<file path="src/rtl/mrp_pkg.sv">
// ----------------------------------------------------------------------------
// Modbus RTU response parser package
// Types, constants and helper functions shared by the parser modules.
// ----------------------------------------------------------------------------
`default_nettype none

package mrp_pkg;

	// Frame geometry.
	localparam int MAX_FRAME_BYTES = 256;
	localparam int POS_W           = $clog2(MAX_FRAME_BYTES + 1);
	// Lengths derived from the byte count field reach 5 + 255.
	localparam int LEN_W           = 10;

	// CRC-16 as used on the serial line.
	localparam logic [15:0] CRC_INIT = 16'hFFFF;
	localparam logic [15:0] CRC_POLY = 16'hA001;

	// Reported quantities saturate here.
	localparam logic [10:0] QTY_MAX = 11'd2040;

	// Function codes.
	localparam logic [7:0] FC_READ_COILS    = 8'd1;
	localparam logic [7:0] FC_READ_DISCRETE = 8'd2;
	localparam logic [7:0] FC_READ_HOLDING  = 8'd3;
	localparam logic [7:0] FC_READ_INPUT    = 8'd4;
	localparam logic [7:0] FC_WRITE_COIL    = 8'd5;
	localparam logic [7:0] FC_WRITE_REG     = 8'd6;
	localparam logic [7:0] FC_WRITE_COILS   = 8'd15;
	localparam logic [7:0] FC_WRITE_REGS    = 8'd16;

	// A single coil write with this high byte turns the coil on.
	localparam logic [7:0] COIL_ON = 8'hFF;

	// Summary status codes.
	localparam logic [1:0] ST_OK        = 2'd0;
	localparam logic [1:0] ST_MALFORMED = 2'd1;
	localparam logic [1:0] ST_BAD_CRC   = 2'd2;

	// Result kinds.
	localparam logic KIND_VALUE   = 1'b0;
	localparam logic KIND_SUMMARY = 1'b1;

	// Depth of the job queue between front and back.
	localparam int QUEUE_DEPTH = 4;
	localparam int QPTR_W      = $clog2(QUEUE_DEPTH);

	typedef struct packed {
		logic [7:0] frame_byte;
		logic       frame_end;
	} frame_t;

	typedef struct packed {
		logic        item_kind;
		logic [7:0]  device_id;
		logic [7:0]  func_code;
		logic [15:0] start_address;
		logic [10:0] quantity;
		logic [10:0] value_index;
		logic [15:0] value;
		logic [1:0]  status;
		logic        last;
	} result_t;

	// What the back end has to expand for one accepted byte.
	typedef enum logic [1:0] {
		JOB_NONE,
		JOB_COILS,
		JOB_VALUE
	} job_kind_t;

	typedef struct packed {
		job_kind_t   kind;
		logic        summary;
		logic [1:0]  status;
		logic [7:0]  device_id;
		logic [7:0]  func_code;
		logic [15:0] start_address;
		logic [10:0] quantity;
		logic [10:0] value_index;
		logic [15:0] value;
	} job_t;

	typedef enum logic [1:0] {
		BK_IDLE,
		BK_VALUES,
		BK_SUMMARY
	} bk_state_t;

	function automatic logic is_read_bits(input logic [7:0] f);
		return (f == FC_READ_COILS) || (f == FC_READ_DISCRETE);
	endfunction

	function automatic logic is_read_regs(input logic [7:0] f);
		return (f == FC_READ_HOLDING) || (f == FC_READ_INPUT);
	endfunction

	function automatic logic is_write(input logic [7:0] f);
		return (f == FC_WRITE_COIL) || (f == FC_WRITE_REG) ||
			(f == FC_WRITE_COILS) || (f == FC_WRITE_REGS);
	endfunction

	// One byte through the reflected CRC-16, one bit per step.
	function automatic logic [15:0] crc16_byte(input logic [15:0] crc, input logic [7:0] b);
		logic [15:0] c;
		c = crc ^ {8'h00, b};
		for (int k = 0; k < 8; k++) begin
			c = c[0] ? ((c >> 1) ^ CRC_POLY) : (c >> 1);
		end
		return c;
	endfunction

endpackage

`default_nettype wire

</file>
<file path="src/rtl/mrp_front.sv">
// ----------------------------------------------------------------------------
// Modbus RTU parser front end
// Tracks the frame position, decodes header fields, runs the CRC and turns
// each accepted byte into at most one job for the back end.
// ----------------------------------------------------------------------------
`default_nettype none

module mrp_front (
	input  wire logic           clk,
	input  wire logic           arst_n,
	input  wire logic           check_crc,
	input  wire logic           accept,
	input  wire mrp_pkg::frame_t frame,
	output logic                job_valid,
	output mrp_pkg::job_t       job
);
	import mrp_pkg::*;

	logic [POS_W-1:0] pos_q, pos_n;
	logic [7:0]       slave_q, slave_n;
	logic [7:0]       func_q, func_n;
	logic [7:0]       bcount_q, bcount_n;
	logic [15:0]      hold_q, hold_n;
	logic [15:0]      addr_q, addr_n;
	logic [10:0]      qty_q, qty_n;
	logic [15:0]      crc_q, crc_n;
	logic [15:0]      crcrx_q, crcrx_n;
	logic             bad_q, bad_n;

	logic [7:0]       b;
	logic             e;
	logic [LEN_W-1:0] pl, off, crc_pos, data_end, count, need;
	logic             in_range, rd, wr, known;

	// Per-byte decode: next frame state and the job this byte causes.
	always_comb begin
		b         = frame.frame_byte;
		e         = frame.frame_end;
		pl        = LEN_W'(pos_q);
		off       = pl - LEN_W'(3);
		in_range  = pos_q < POS_W'(MAX_FRAME_BYTES);
		rd        = is_read_bits(func_q) || is_read_regs(func_q);
		wr        = is_write(func_q);
		known     = (pl < LEN_W'(2)) || rd || wr;
		data_end  = LEN_W'(bcount_q) + LEN_W'(3);
		crc_pos   = rd ? data_end : (wr ? LEN_W'(6) : '0);

		pos_n    = pos_q;
		slave_n  = slave_q;
		func_n   = func_q;
		bcount_n = bcount_q;
		hold_n   = hold_q;
		addr_n   = addr_q;
		qty_n    = qty_q;
		crc_n    = crc_q;
		crcrx_n  = crcrx_q;
		bad_n    = bad_q;

		job      = '0;
		job.kind = JOB_NONE;

		if (in_range) begin
			// CRC accumulation over the body, capture of the received CRC.
			if (pl <= LEN_W'(2)) begin
				crc_n = crc16_byte(crc_q, b);
			end else if (known) begin
				if (pl < crc_pos) begin
					crc_n = crc16_byte(crc_q, b);
				end else if (pl == crc_pos) begin
					crcrx_n = {8'h00, b};
				end else if (pl == crc_pos + LEN_W'(1)) begin
					crcrx_n = crcrx_q | {b, 8'h00};
				end
			end

			// Field decoding by position and function code.
			if (pl == LEN_W'(0)) begin
				slave_n = b;
			end else if (pl == LEN_W'(1)) begin
				func_n = b;
				if ((b == FC_WRITE_COIL) || (b == FC_WRITE_REG)) begin
					qty_n = 11'd1;
				end else if (!(is_read_bits(b) || is_read_regs(b) || is_write(b))) begin
					bad_n = 1'b1;
				end
			end else if (is_read_bits(func_q)) begin
				if (pl == LEN_W'(2)) begin
					bcount_n = b;
					qty_n    = {b, 3'b000};
				end else if ((pl < data_end) && !e) begin
					job.kind        = JOB_COILS;
					job.value_index = {off[7:0], 3'b000};
					job.value       = {8'h00, b};
				end
			end else if (is_read_regs(func_q)) begin
				if (pl == LEN_W'(2)) begin
					bcount_n = b;
					qty_n    = 11'(b >> 1);
				end else if (pl < data_end) begin
					if (!off[0]) begin
						hold_n = {b, 8'h00};
					end else if (!e) begin
						job.kind        = JOB_VALUE;
						job.value_index = 11'(off >> 1);
						job.value       = hold_q | {8'h00, b};
					end
				end
			end else if (is_write(func_q)) begin
				if (pl == LEN_W'(2)) begin
					addr_n = {b, 8'h00};
				end else if (pl == LEN_W'(3)) begin
					addr_n = addr_q | {8'h00, b};
				end else if (pl == LEN_W'(4)) begin
					hold_n = {b, 8'h00};
				end else if (pl == LEN_W'(5)) begin
					hold_n = hold_q | {8'h00, b};
					if ((func_q == FC_WRITE_COILS) || (func_q == FC_WRITE_REGS)) begin
						qty_n = (hold_n > 16'(QTY_MAX)) ? QTY_MAX : hold_n[10:0];
					end else if (!e) begin
						job.kind        = JOB_VALUE;
						job.value_index = '0;
						if (func_q == FC_WRITE_COIL) begin
							job.value = (hold_q[15:8] == COIL_ON) ? 16'd1 : 16'd0;
						end else begin
							job.value = hold_n;
						end
					end
				end
			end

			pos_n = pos_q + POS_W'(1);
		end

		// End-of-frame status from the updated state.
		count = LEN_W'(pos_n);
		need  = '0;
		if (count >= LEN_W'(3)) begin
			if (is_read_bits(func_n) || is_read_regs(func_n)) begin
				need = LEN_W'(bcount_n) + LEN_W'(5);
			end else if (is_write(func_n)) begin
				need = LEN_W'(8);
			end
		end
		job.summary = e;
		if (bad_n || (need == '0) || (count < need)) begin
			job.status = ST_MALFORMED;
		end else if (check_crc && (crcrx_n != crc_n)) begin
			job.status = ST_BAD_CRC;
		end else begin
			job.status = ST_OK;
		end

		// Header fields are a snapshot after this byte.
		job.device_id     = slave_n;
		job.func_code     = func_n;
		job.start_address = addr_n;
		job.quantity      = qty_n;

		job_valid = (job.kind != JOB_NONE) || e;

		// A finished frame starts over.
		if (e) begin
			pos_n    = '0;
			slave_n  = '0;
			func_n   = '0;
			bcount_n = '0;
			hold_n   = '0;
			addr_n   = '0;
			qty_n    = '0;
			crc_n    = CRC_INIT;
			crcrx_n  = '0;
			bad_n    = 1'b0;
		end
	end

	// Frame state registers.
	always_ff @(posedge clk or negedge arst_n) begin
		if (!arst_n) begin
			pos_q    <= '0;
			slave_q  <= '0;
			func_q   <= '0;
			bcount_q <= '0;
			hold_q   <= '0;
			addr_q   <= '0;
			qty_q    <= '0;
			crc_q    <= CRC_INIT;
			crcrx_q  <= '0;
			bad_q    <= 1'b0;
		end else if (accept) begin
			pos_q    <= pos_n;
			slave_q  <= slave_n;
			func_q   <= func_n;
			bcount_q <= bcount_n;
			hold_q   <= hold_n;
			addr_q   <= addr_n;
			qty_q    <= qty_n;
			crc_q    <= crc_n;
			crcrx_q  <= crcrx_n;
			bad_q    <= bad_n;
		end
	end

endmodule

`default_nettype wire

</file>
<file path="src/rtl/mrp_job_queue.sv">
// ----------------------------------------------------------------------------
// Modbus RTU parser job queue
// Small FIFO that decouples the byte front end from the result back end.
// ----------------------------------------------------------------------------
`default_nettype none

module mrp_job_queue (
	input  wire logic          clk,
	input  wire logic          arst_n,
	input  wire logic          push,
	input  wire mrp_pkg::job_t push_data,
	output logic               full,
	input  wire logic          pop,
	output mrp_pkg::job_t      pop_data,
	output logic               empty
);
	import mrp_pkg::*;

	job_t              mem_q [QUEUE_DEPTH];
	logic [QPTR_W-1:0] wr_ptr_q;
	logic [QPTR_W-1:0] rd_ptr_q;
	logic [QPTR_W:0]   count_q;
	logic              do_push;
	logic              do_pop;

	assign full     = count_q == (QPTR_W + 1)'(QUEUE_DEPTH);
	assign empty    = count_q == '0;
	assign do_push  = push && !full;
	assign do_pop   = pop && !empty;
	assign pop_data = mem_q[rd_ptr_q];

	// Entry storage.
	always_ff @(posedge clk) begin
		if (do_push) begin
			mem_q[wr_ptr_q] <= push_data;
		end
	end

	// Pointers and fill level.
	always_ff @(posedge clk or negedge arst_n) begin
		if (!arst_n) begin
			wr_ptr_q <= '0;
			rd_ptr_q <= '0;
			count_q  <= '0;
		end else begin
			if (do_push) begin
				wr_ptr_q <= wr_ptr_q + QPTR_W'(1);
			end
			if (do_pop) begin
				rd_ptr_q <= rd_ptr_q + QPTR_W'(1);
			end
			if (do_push && !do_pop) begin
				count_q <= count_q + (QPTR_W + 1)'(1);
			end else if (do_pop && !do_push) begin
				count_q <= count_q - (QPTR_W + 1)'(1);
			end
		end
	end

endmodule

`default_nettype wire

</file>
<file path="src/rtl/mrp_back.sv">
// ----------------------------------------------------------------------------
// Modbus RTU parser back end
// Expands queued jobs into result items (eight coil bits or one register
// value; a frame summary after them or alone) held in an output register.
// ----------------------------------------------------------------------------
`default_nettype none

module mrp_back (
	input  wire logic          clk,
	input  wire logic          arst_n,
	input  wire mrp_pkg::job_t q_data,
	input  wire logic          q_empty,
	output logic               q_pop,
	output mrp_pkg::result_t   result,
	output logic               empty,
	input  wire logic          pop
);
	import mrp_pkg::*;

	bk_state_t  st_q, st_n;
	job_t       job_q;
	logic [2:0] cnt_q;
	logic       out_valid_q;
	result_t    out_q;

	result_t    cur;
	logic       have;
	logic       val_done;
	logic       final_item;
	logic       load;
	logic       fire;
	logic       fetch;

	assign load   = !out_valid_q || pop;
	assign fire   = have && load;
	assign fetch  = !q_empty && ((st_q == BK_IDLE) || (fire && final_item));
	assign q_pop  = fetch;
	assign result = out_q;
	assign empty  = !out_valid_q;

	// Current result item for the state and counter.
	always_comb begin
		cur               = '0;
		cur.device_id     = job_q.device_id;
		cur.func_code     = job_q.func_code;
		cur.start_address = job_q.start_address;
		cur.quantity      = job_q.quantity;
		have              = 1'b0;
		val_done          = (job_q.kind == JOB_VALUE) || (cnt_q == 3'd7);
		final_item        = 1'b0;
		unique case (st_q)
			BK_IDLE: begin
				have = 1'b0;
			end
			BK_VALUES: begin
				have            = 1'b1;
				cur.item_kind   = KIND_VALUE;
				cur.status      = ST_OK;
				cur.value_index = job_q.value_index + 11'(cnt_q);
				if (job_q.kind == JOB_COILS) begin
					cur.value = {15'd0, job_q.value[cnt_q]};
				end else begin
					cur.value = job_q.value;
				end
				final_item = val_done && !job_q.summary;
				cur.last   = final_item;
			end
			BK_SUMMARY: begin
				have          = 1'b1;
				cur.item_kind = KIND_SUMMARY;
				cur.status    = job_q.status;
				final_item    = 1'b1;
				cur.last      = 1'b1;
			end
			default: begin
				have = 1'b0;
			end
		endcase
	end

	// Next state.
	always_comb begin
		st_n = st_q;
		priority if (fetch) begin
			st_n = (q_data.kind != JOB_NONE) ? BK_VALUES : BK_SUMMARY;
		end else if (fire && final_item) begin
			st_n = BK_IDLE;
		end else if (fire && (st_q == BK_VALUES) && val_done) begin
			st_n = BK_SUMMARY;
		end
	end

	// Control registers.
	always_ff @(posedge clk or negedge arst_n) begin
		if (!arst_n) begin
			st_q        <= BK_IDLE;
			cnt_q       <= '0;
			out_valid_q <= 1'b0;
		end else begin
			st_q <= st_n;
			if (fetch) begin
				cnt_q <= '0;
			end else if (fire && (st_q == BK_VALUES)) begin
				cnt_q <= cnt_q + 3'd1;
			end
			if (load) begin
				out_valid_q <= fire;
			end
		end
	end

	// Job and output payload.
	always_ff @(posedge clk) begin
		if (fetch) begin
			job_q <= q_data;
		end
		if (fire) begin
			out_q <= cur;
		end
	end

endmodule

`default_nettype wire

</file>
<file path="src/rtl/modbus_rtu_response_parser_core.sv">
// ----------------------------------------------------------------------------
// Modbus RTU response parser core
// Parses response frames byte by byte, checks the CRC-16 and emits decoded
// coil bits, register values and an end-of-frame status.
// ----------------------------------------------------------------------------
// Usage:
// Bytes enter through push/full with frame.frame_end on the last byte of a
// frame. Results leave through empty/pop; result.last marks the final item
// caused by one byte. The user writes check_crc through cfg_valid/cfg_ready
// (always ready) only while the block is idle, which it does not enforce.
// A byte is classified combinationally, then queued as a job (four deep);
// the back end emits one item per cycle while pop keeps the output register
// free, so a coil byte gives eight items, a register value or single write
// one, and a summary one more. When the back end is idle, the first item
// of a byte is visible after the queue, job register and output register.
// The input side keeps taking one byte per cycle until the job queue fills.
// When pop stays low the output register and queue hold, and full rises
// once the queue is full; nothing is lost.
// Reset clears the frame state, the queue and the output register and sets
// check_crc to 1.
// ----------------------------------------------------------------------------
`default_nettype none

module modbus_rtu_response_parser_core (
	input  wire logic             clk,
	input  wire logic             arst_n,
	input  wire logic             push,
	output logic                  full,
	input  wire mrp_pkg::frame_t  frame,
	output logic                  empty,
	input  wire logic             pop,
	output mrp_pkg::result_t      result,
	input  wire logic             cfg_valid,
	output logic                  cfg_ready,
	input  wire logic             cfg_data
);
	import mrp_pkg::*;

	logic check_crc_q;
	logic accept;
	logic job_valid;
	job_t job;
	logic q_full;
	logic q_empty;
	logic q_pop;
	job_t q_data;

	assign cfg_ready = 1'b1;
	assign full      = q_full;
	assign accept    = push && !q_full;

	// Configuration register.
	always_ff @(posedge clk or negedge arst_n) begin
		if (!arst_n) begin
			check_crc_q <= 1'b1;
		end else if (cfg_valid && cfg_ready) begin
			check_crc_q <= cfg_data;
		end
	end

	mrp_front u_front (
		.clk       (clk),
		.arst_n    (arst_n),
		.check_crc (check_crc_q),
		.accept    (accept),
		.frame     (frame),
		.job_valid (job_valid),
		.job       (job)
	);

	mrp_job_queue u_queue (
		.clk       (clk),
		.arst_n    (arst_n),
		.push      (accept && job_valid),
		.push_data (job),
		.full      (q_full),
		.pop       (q_pop),
		.pop_data  (q_data),
		.empty     (q_empty)
	);

	mrp_back u_back (
		.clk     (clk),
		.arst_n  (arst_n),
		.q_data  (q_data),
		.q_empty (q_empty),
		.q_pop   (q_pop),
		.result  (result),
		.empty   (empty),
		.pop     (pop)
	);

endmodule

`default_nettype wire

</file>
<file path="config.mk">
export PLATFORM = sky130hd
export DESIGN_NAME = modbus_rtu_response_parser_core
export DESIGN_NICKNAME = d
export VERILOG_FILES = /design/src/rtl/mrp_pkg.sv /design/src/rtl/mrp_front.sv /design/src/rtl/mrp_job_queue.sv /design/src/rtl/mrp_back.sv /design/src/rtl/modbus_rtu_response_parser_core.sv
export SDC_FILE = /design/constraint.sdc
export NUM_CORES = 1
export LEC_CHECK = 0
export BUFFER_PORTS_ARGS = -buffer_cell sky130_fd_sc_hd__buf_2
export CORE_ASPECT_RATIO = 0.8
export CORE_MARGIN = 8
export CORE_UTILIZATION = 45
export CTS_CLUSTER_DIAMETER = 120
export DETAILED_ROUTE_END_ITERATION = 16
export GPL_TIMING_DRIVEN = 0
export PLACE_DENSITY = 0.6
export RECOVER_POWER = 100
export REMOVE_ABC_BUFFERS = 1
export SYNTH_ARGS = -nofsm -noshare
export SYNTH_HDL_FRONTEND = slang
export SYNTH_SLANG_ARGS = --single-unit
export TNS_END_PERCENT = 5
</file>
<file path="constraint.sdc">
create_clock -name clk -period 12.5 [get_ports clk]
set_clock_uncertainty 0.15 [all_clocks]
set_input_delay 2.5 -clock clk [delete_from_list [all_inputs] [get_ports clk]]
set_output_delay 2.5 -clock clk [all_outputs]
set_load 0.05 [all_outputs]
</file>
==> impl_results.md, run 1 <==
- Pint: 4.804 mW
- RSZ-0062 raised after global routing: no
- Final worst-path cycle share: between 70 and 80%
- IR drop worst, VDD: about 0.21 mV
- Root Buffer: clkbuf_16
- Distinct cell type count after synthesis: 101
- Final Hold Viols: 0
- Setup slack after layout: 3222 ps
- Post-synthesis mux area share: under 10%
- Port bufs: 90
- # Post-CTS Setup Buffers: 0
- Adder-Cell Fraction of Synth Area: under 10%
- Worst setup EP type: flop
- Final Cell Area: between 20000 and 30000 um^2
- Number of global-route vias before repair: ~15000
- Post-synth EDFFs: 449
- Synthesized area: approximately 25000 um^2
- Crit path DAT: about 9400 ps
- Part of the power in registers: approximately 40%
- DRC viols: 0
- Non-Filler Instances: about 2700
- Clock power share: a little over a fifth
- Layout Area Growth over Synthesis: 11.31%
- Comb pwr share: between 30 and 40%
- Gpl congestion: ~0.9
- Die Width: around 280 um
- Total global-route track usage: between 10% and 20%
- Cells along the critical path: nor3_1 -> nand4_1 -> or3_1 -> ha_1 -> nand4_1 -> nor2_1 -> o311ai_0 -> nand3_1 -> o31ai_1 -> clkbuf_1 -> mux2i_1 -> a32o_1 -> a211oi_1 -> mux2i_1 -> nor4bb_1 -> a311oi_1
- Slowest Stage Delay on Critical Path: about 1800 ps
- Reg-to-reg startpoint: u_front.func_q[5]$_DFFE_PN0P_
- Rows: a little under 80
- Simple-gate share of the synthesized area: a little under a tenth
- Post-synth top cells: edfxtp_1 (449), nand2_1 (130), nor2_1 (119)
- Clk_lat worst skew: roughly 630 ps
- Cell Pwr Density: 274.3 nW/um^2
- Initial antenna violation count: 0
- Antenna diode count: 0
- Slew HR: -176.5%
- Syn Area/Cell: between 10 and 15 um^2
- Sequential share of the synthesized area: roughly two thirds
- Largest area contributor in the netlist: edfxtp_1
- Top cells by area, synth: edfxtp_1 (53%), dfrtp_1 (10%), mux4_2 (6.8%)
- Worst-path clk slew: approximately 70 ps
- Clock H-tree levels: 2
- Sw power: slightly below 3 mW
- Die span in y: approximately 230 um
- Worst setup startpoint: u_front.func_q[5]$_DFFE_PN0P_
- Final Setup Violations: 0
- Antenna violation net count after detailed routing: 0
- CTS max path bufs: 3
- Final count of pins violating max slew: 737
- Fraction of layout cells with a size suffix above 1: between 10% and 20%
- Clock Sinks: 572
- DPL Wire Length: roughly 37000 um
- Total gr overflow: 0
- Setup TNS Final: 0 ps
- Post-synth top flop: edfxtp_1
- Final wirelength: 58610 um
- Vias per cell: about 5.7
- Post-synthesis register bit count: between 500 and 600
- Compound-gate portion of the synthesized area: 9.030%
- CTS tree: built
- DR iter-0 viols: around 1400
- Required @ worst endpoint: ~13000 ps
- Max FO, Critical Path: 20
- Hold-fix buffers, CTS: 0
- Failing checks: max-capacitance violations, max-slew violations
- Nets@finish: about 1900
- Worst-margin pin slew: 4147 ps
- Warnings, synthesis: 0
- CTS resizes: 0
- Synth top area share: 53.00%
- Async set-reset flop share out of synthesis: 21.50%
- Full die area: approximately 64000 um^2
- WL/cell: 22.01 um
- Cells after Synth: approximately 1800
- Count leader, synth: edfxtp_1
- R2R Setup Slk: approximately 3200 ps
- Hold Crit Class: flop to flop
- DR pass1 iterations: 5
- Main combinational cell family by area after synthesis: simple AND/OR/NAND/NOR gates
- CTS Buf Count: 57
- Number of max-cap violations: 24
- Switching portion of total power: around two fifths
- Core ar.: around 56000 um^2
- Dpl ws: between 5000 and 6000 ps
- Detailed-route via count: between 15000 and 20000
- Synth Area in XOR/XNOR: slightly below 3%
- Area post-placement: around 27000 um^2
- CP startpoint kind: flop
- Status: complete, but fails checks
- Lkg Pwr: between 10 and 15 nW
- Global-route wire length before repair: just over 90000 um
- Largest net degree at the start of global routing: 73
- Placed Cells: 2555
- F_max: about 110 MHz
- Tmin final: about 9300 ps
- Crit path kind: flop to flop
- Hold Startpoint: u_back.cur[67]$_DFFE_PP_
- I/O pin count: 92
- Worst path slowest cell: o31ai_1
- Effective utilization at floorplan: between 40% and 50%
-- placed cells by master (no fill, tap or decap), types with 40 or more instances in the layout --
cell type	instances
a21oi_1	106
a22o_1	49
clkbuf_1	108
clkbuf_16	58
dfrtp_1	105
edfxtp_1	449
ha_1	43
inv_1	40
mux4_2	77
nand2_1	130
nor2_1	119
o21ai_0	79
xnor2_1	56
-- cells by family after synthesis --
family / Yosys count
multiplexers: 122
AND/OR/NAND/NOR: 471
other: 1
buffers and inverters: 143
AO/OA/AOI/OAI: 351
adder cells (fa/ha/maj): 45
flip-flops: 572
XOR/XNOR: 85
-- power by group through the flow --
stage | clock network [mW] | logic [mW] | registers, mW
after floorplan | 0 | 1.75 | 3.62
after global placement | 0 | 2.90 | 3.29
after detailed placement | 0 | 3.07 | 3.15
after CTS | 1.74 | 3.08 | 3.11
after global routing | 1.81 | 3.20 | 3.20
final | 1.69 | 2.94 | 3.14
-- worst max-delay path, delay by kind of cell (launching register included) --
kind	cells	cell delay, ps
buffers and inverters	1	890
multiplexers	2	870
AND/OR/NAND/NOR	7	3350
AO/OA/AOI/OAI	5	2890
flip-flops	1	410
adder cells (fa/ha/maj)	1	360
-- cell type report --
type                    instances  area (um^2)
clock buffers                  77         1583
flip-flops and latches        572        16590
inverters                      41        153.9
multi-input cells            1075         8159
repair buffers                107        580.6
well taps                     760        950.9
fillers                      4817        27990
clock inverters                31        305.3
-- final timing paths --
path / to / cells past startpoint
worst min register to register: u_back.result[67]$_DFFE_PP_ / 0
min in group asynchronous: u_back.cnt_q[2]$_DFFE_PN0P_ / 1
max in group asynchronous: u_front.crcrx_q[9]$_DFFE_PN0P_ / 2
worst min-delay path: u_back.result[67]$_DFFE_PP_ / 0
worst max register to register: u_queue.mem_q[0][71]$_DFFE_PP_ / 16
worst max-delay path: u_queue.mem_q[0][71]$_DFFE_PP_ / 16
-- registers in the layout, indices dropped and copies added, names as in the netlist, 3 cells and up --
signal            flops
u_back.cnt_q          3
u_back.cur           43
u_back.job_q         32
u_back.result        74
u_front.addr_q       16
u_front.bcount_q      8
u_front.crc_q        16
u_front.crcrx_q      16
u_front.func_q        8
u_front.hold_q       16
u_front.pos_q         9
u_front.qty_q        11
u_front.slave_q       8
u_queue.count_q       3
u_queue.mem_q       300
-- per-layer routing --
layer / GRT usage [%] / up-vias / routed length [um]
li1: - / 6942 / -
met1: 27.31 / 7786 / 27620
met2: 27.56 / 464 / 26440
met3: 2.581 / 80 / 3450
met4: 4.488 / 0 / 1099
met5: 0 / - / 0
-- stage by stage --
stage               hold WS (ps)  total power [mW]  utilization (%)
floorplan                  250.3             5.368                -
detailed placement         254.5             6.221            47.63
CTS                        243.1             7.936            50.98
global route               247.3             8.200            50.29
global placement           250.4             6.198            46.86
finish                     245.0             7.767            50.29
Note: power is estimated with default switching activity, not from simulation.
==> inputs of run 2 (changes only) <==
Settings changed: PLACE_DENSITY 0.6 to 0.62.
Clock period 12.5 ns to 7.8 ns, I/O delays scaled along.
==> impl_results.md, run 2 (synthesized netlist as in run 1, its figures left out) <==
- Rows: 78
- Cells along the critical path: nor3_4 -> nand4_2 -> or3_1 -> ha_1 -> nand4_1 -> nor2_1 -> and4b_1 -> o31ai_1 -> clkbuf_1 -> buf_8 -> mux2i_1 -> a32o_1 -> a211oi_1 -> mux2i_1 -> nor4bb_1 -> a311oi_1
- Worst path slowest cell: o31ai_1
- Crit path kind: flop to flop
- Worst hold stages: 0
- DR iter-0 viols: roughly 1100
- FF-to-FF End: u_queue.mem_q[2][71]$_DFFE_PP_
- Initial antenna violation count: 1
- Full die area: roughly 64000 um^2
- Final Hold Viols: 0
- Final count of pins violating max slew: 535
- Hold-fix buffers, CTS: 0
- Core ar.: ~56000 um^2
- Worst-path clk slew: about 60 ps
- Hold Startpoint: u_back.cur[57]$_DFFE_PP_
- Total global-route track usage: 17.83%
- Slew HR: -195.9%
- CTS tree: built
- Worst setup EP type: flop
- Clock H-tree levels: 2
- Tmin final: approximately 6900 ps
- Worst hold slack: between 200 and 300 ps
- Clk_lat worst skew: approximately 620 ps
- CTS max path bufs: 3
- Effective utilization at floorplan: 45.18%
- Dpl ws: between 1000 and 1500 ps
- Total gr overflow: 0
- Failing checks: max-capacitance violations, max-slew violations
- Largest delay contributor family on the critical path: simple AND/OR/NAND/NOR gates
- Layout Area Growth over Synthesis: 11.39%
- Cell Pwr Density: between 400 and 500 nW/um^2
- Worst Hold End: u_back.result[57]$_DFFE_PP_
- CTS resizes: 0
- Required @ worst endpoint: 7980 ps
- Number of global-route vias before repair: approximately 15000
- Largest Register: u_queue.mem_q
- Die Width: 281.8 um
- R2R depth: 16
- DR pass1 iterations: 7
- Antenna violation net count after detailed routing: 0
- Slowest Stage Delay on Critical Path: ~900 ps
- Clock Sinks: ~570
- R2R Setup Slk: between 800 and 900 ps
- Gpl congestion: between 0.8 and 0.9
- Setup slack after layout: 859.2 ps
- Most used cell, CP: mux2i_1
- Nets@finish: approximately 1900
- Root Buffer: clkbuf_16
- Crit path buffers/inverters: 2
- CP startpoint kind: flop
- Max FFs per register: 300
- I/O pin count: between 90 and 100
- WL/cell: roughly 22 um
- F_max: 144.1 MHz
- IR drop worst, VDD: about 0.32 mV
- Max FO, Critical Path: 17
- Fraction of layout cells with a size suffix above 1: 11.84%
- Final Setup Violations: 0
- Worst setup startpoint: u_front.func_q[5]$_DFFE_PN0P_
- Global-route wire length before repair: 90270 um
- Worst-margin pin slew: between 4000 and 5000 ps
- Final worst-path cycle share: around nine tenths
- Hold Crit Class: flop to flop
- Die span in y: approximately 230 um
- RSZ-0062 raised after global routing: no
- Vias per cell: 5.713
- Reg-to-reg startpoint: u_front.func_q[5]$_DFFE_PN0P_
- # Post-CTS Setup Buffers: 0
- DRC viols: 0
- Detailed-route via count: about 15000
- Commonest non-fill, non-tap cells in the layout: edfxtp_1 (449), nand2_1 (131), nor2_1 (119)
- Most common cell after layout, fill and taps aside: edfxtp_1
- DPL Wire Length: ~37000 um
- Final wirelength: between 50000 and 60000 um
- Lkg Pwr: between 10 and 15 nW
- Largest net degree at the start of global routing: between 70 and 80
- Crit path DAT: between 7000 and 8000 ps
- Status: complete, but fails checks
- Post-layout util: around 50%
- CTS Buf Count: 56
- Port bufs: 90
- Number of max-cap violations: 15
[run 2: changes by cell type in the layout (fill, tap and decap cells not counted), moves of 3 or more]
cell	before	now
buf_2	4	12
clkinv_4	3	0
and2_0	35	27
and2_1	9	17
clkinvlp_4	4	0
clkinv_2	12	9
clkbuf_1	108	104
[run 2: per-layer routing]
layer	global-route usage [%]	routed length (um)	share of wire [%]
met1	25.47	26130	45
met5	0	13	0.023
met3	3.897	3855	6.7
met4	3.911	1091	1.9
met2	27.91	26690	46
[run 2: final cells by class]
type	instances	area (um^2)
antenna	1	2.502
clock buffer	79	1548
clock inverter	25	294.0
fill	4844	27970
inverter	41	153.9
multi-input combinational	1075	8197
sequential	572	16590
tap	760	950.9
timing repair buffer	108	606.8
[run 2: worst max path at each step]
stage / endpoint / slack, ps / cells after the start
6_report: u_queue.mem_q[2][71]$_DFFE_PP_ / 860 / 16
5_1_grt: u_queue.count_q[1]$_DFFE_PN0P_ / 490 / 11
4_1_cts: u_queue.mem_q[3][71]$_DFFE_PP_ / 1170 / 21
3_5_place_dp: u_queue.mem_q[3][71]$_DFFE_PP_ / 1210 / 21
3_3_place_gp: u_queue.count_q[1]$_DFFE_PN0P_ / -1370 / 10
2_1_floorplan: u_queue.count_q[1]$_DFFE_PN0P_ / 520 / 9
[run 2: where the power goes]
group          switching, mW  leakage, nW  internal [mW]
registers              0.474         5.82           4.59
logic                   3.12         3.41           1.57
clock network           1.15        0.903           1.56
total                   4.75         10.1           7.72
[run 2: metrics by stage]
stage	cell area (um^2)	cells	power [mW]	setup TNS [ps]
global route	28340	2660	13.18	0
global placement	26390	2538	9.905	-204030
CTS	28660	2660	12.70	0
finish	28340	2661	12.47	0
floorplan	24980	1688	8.603	0
detailed placement	26820	2556	9.968	0
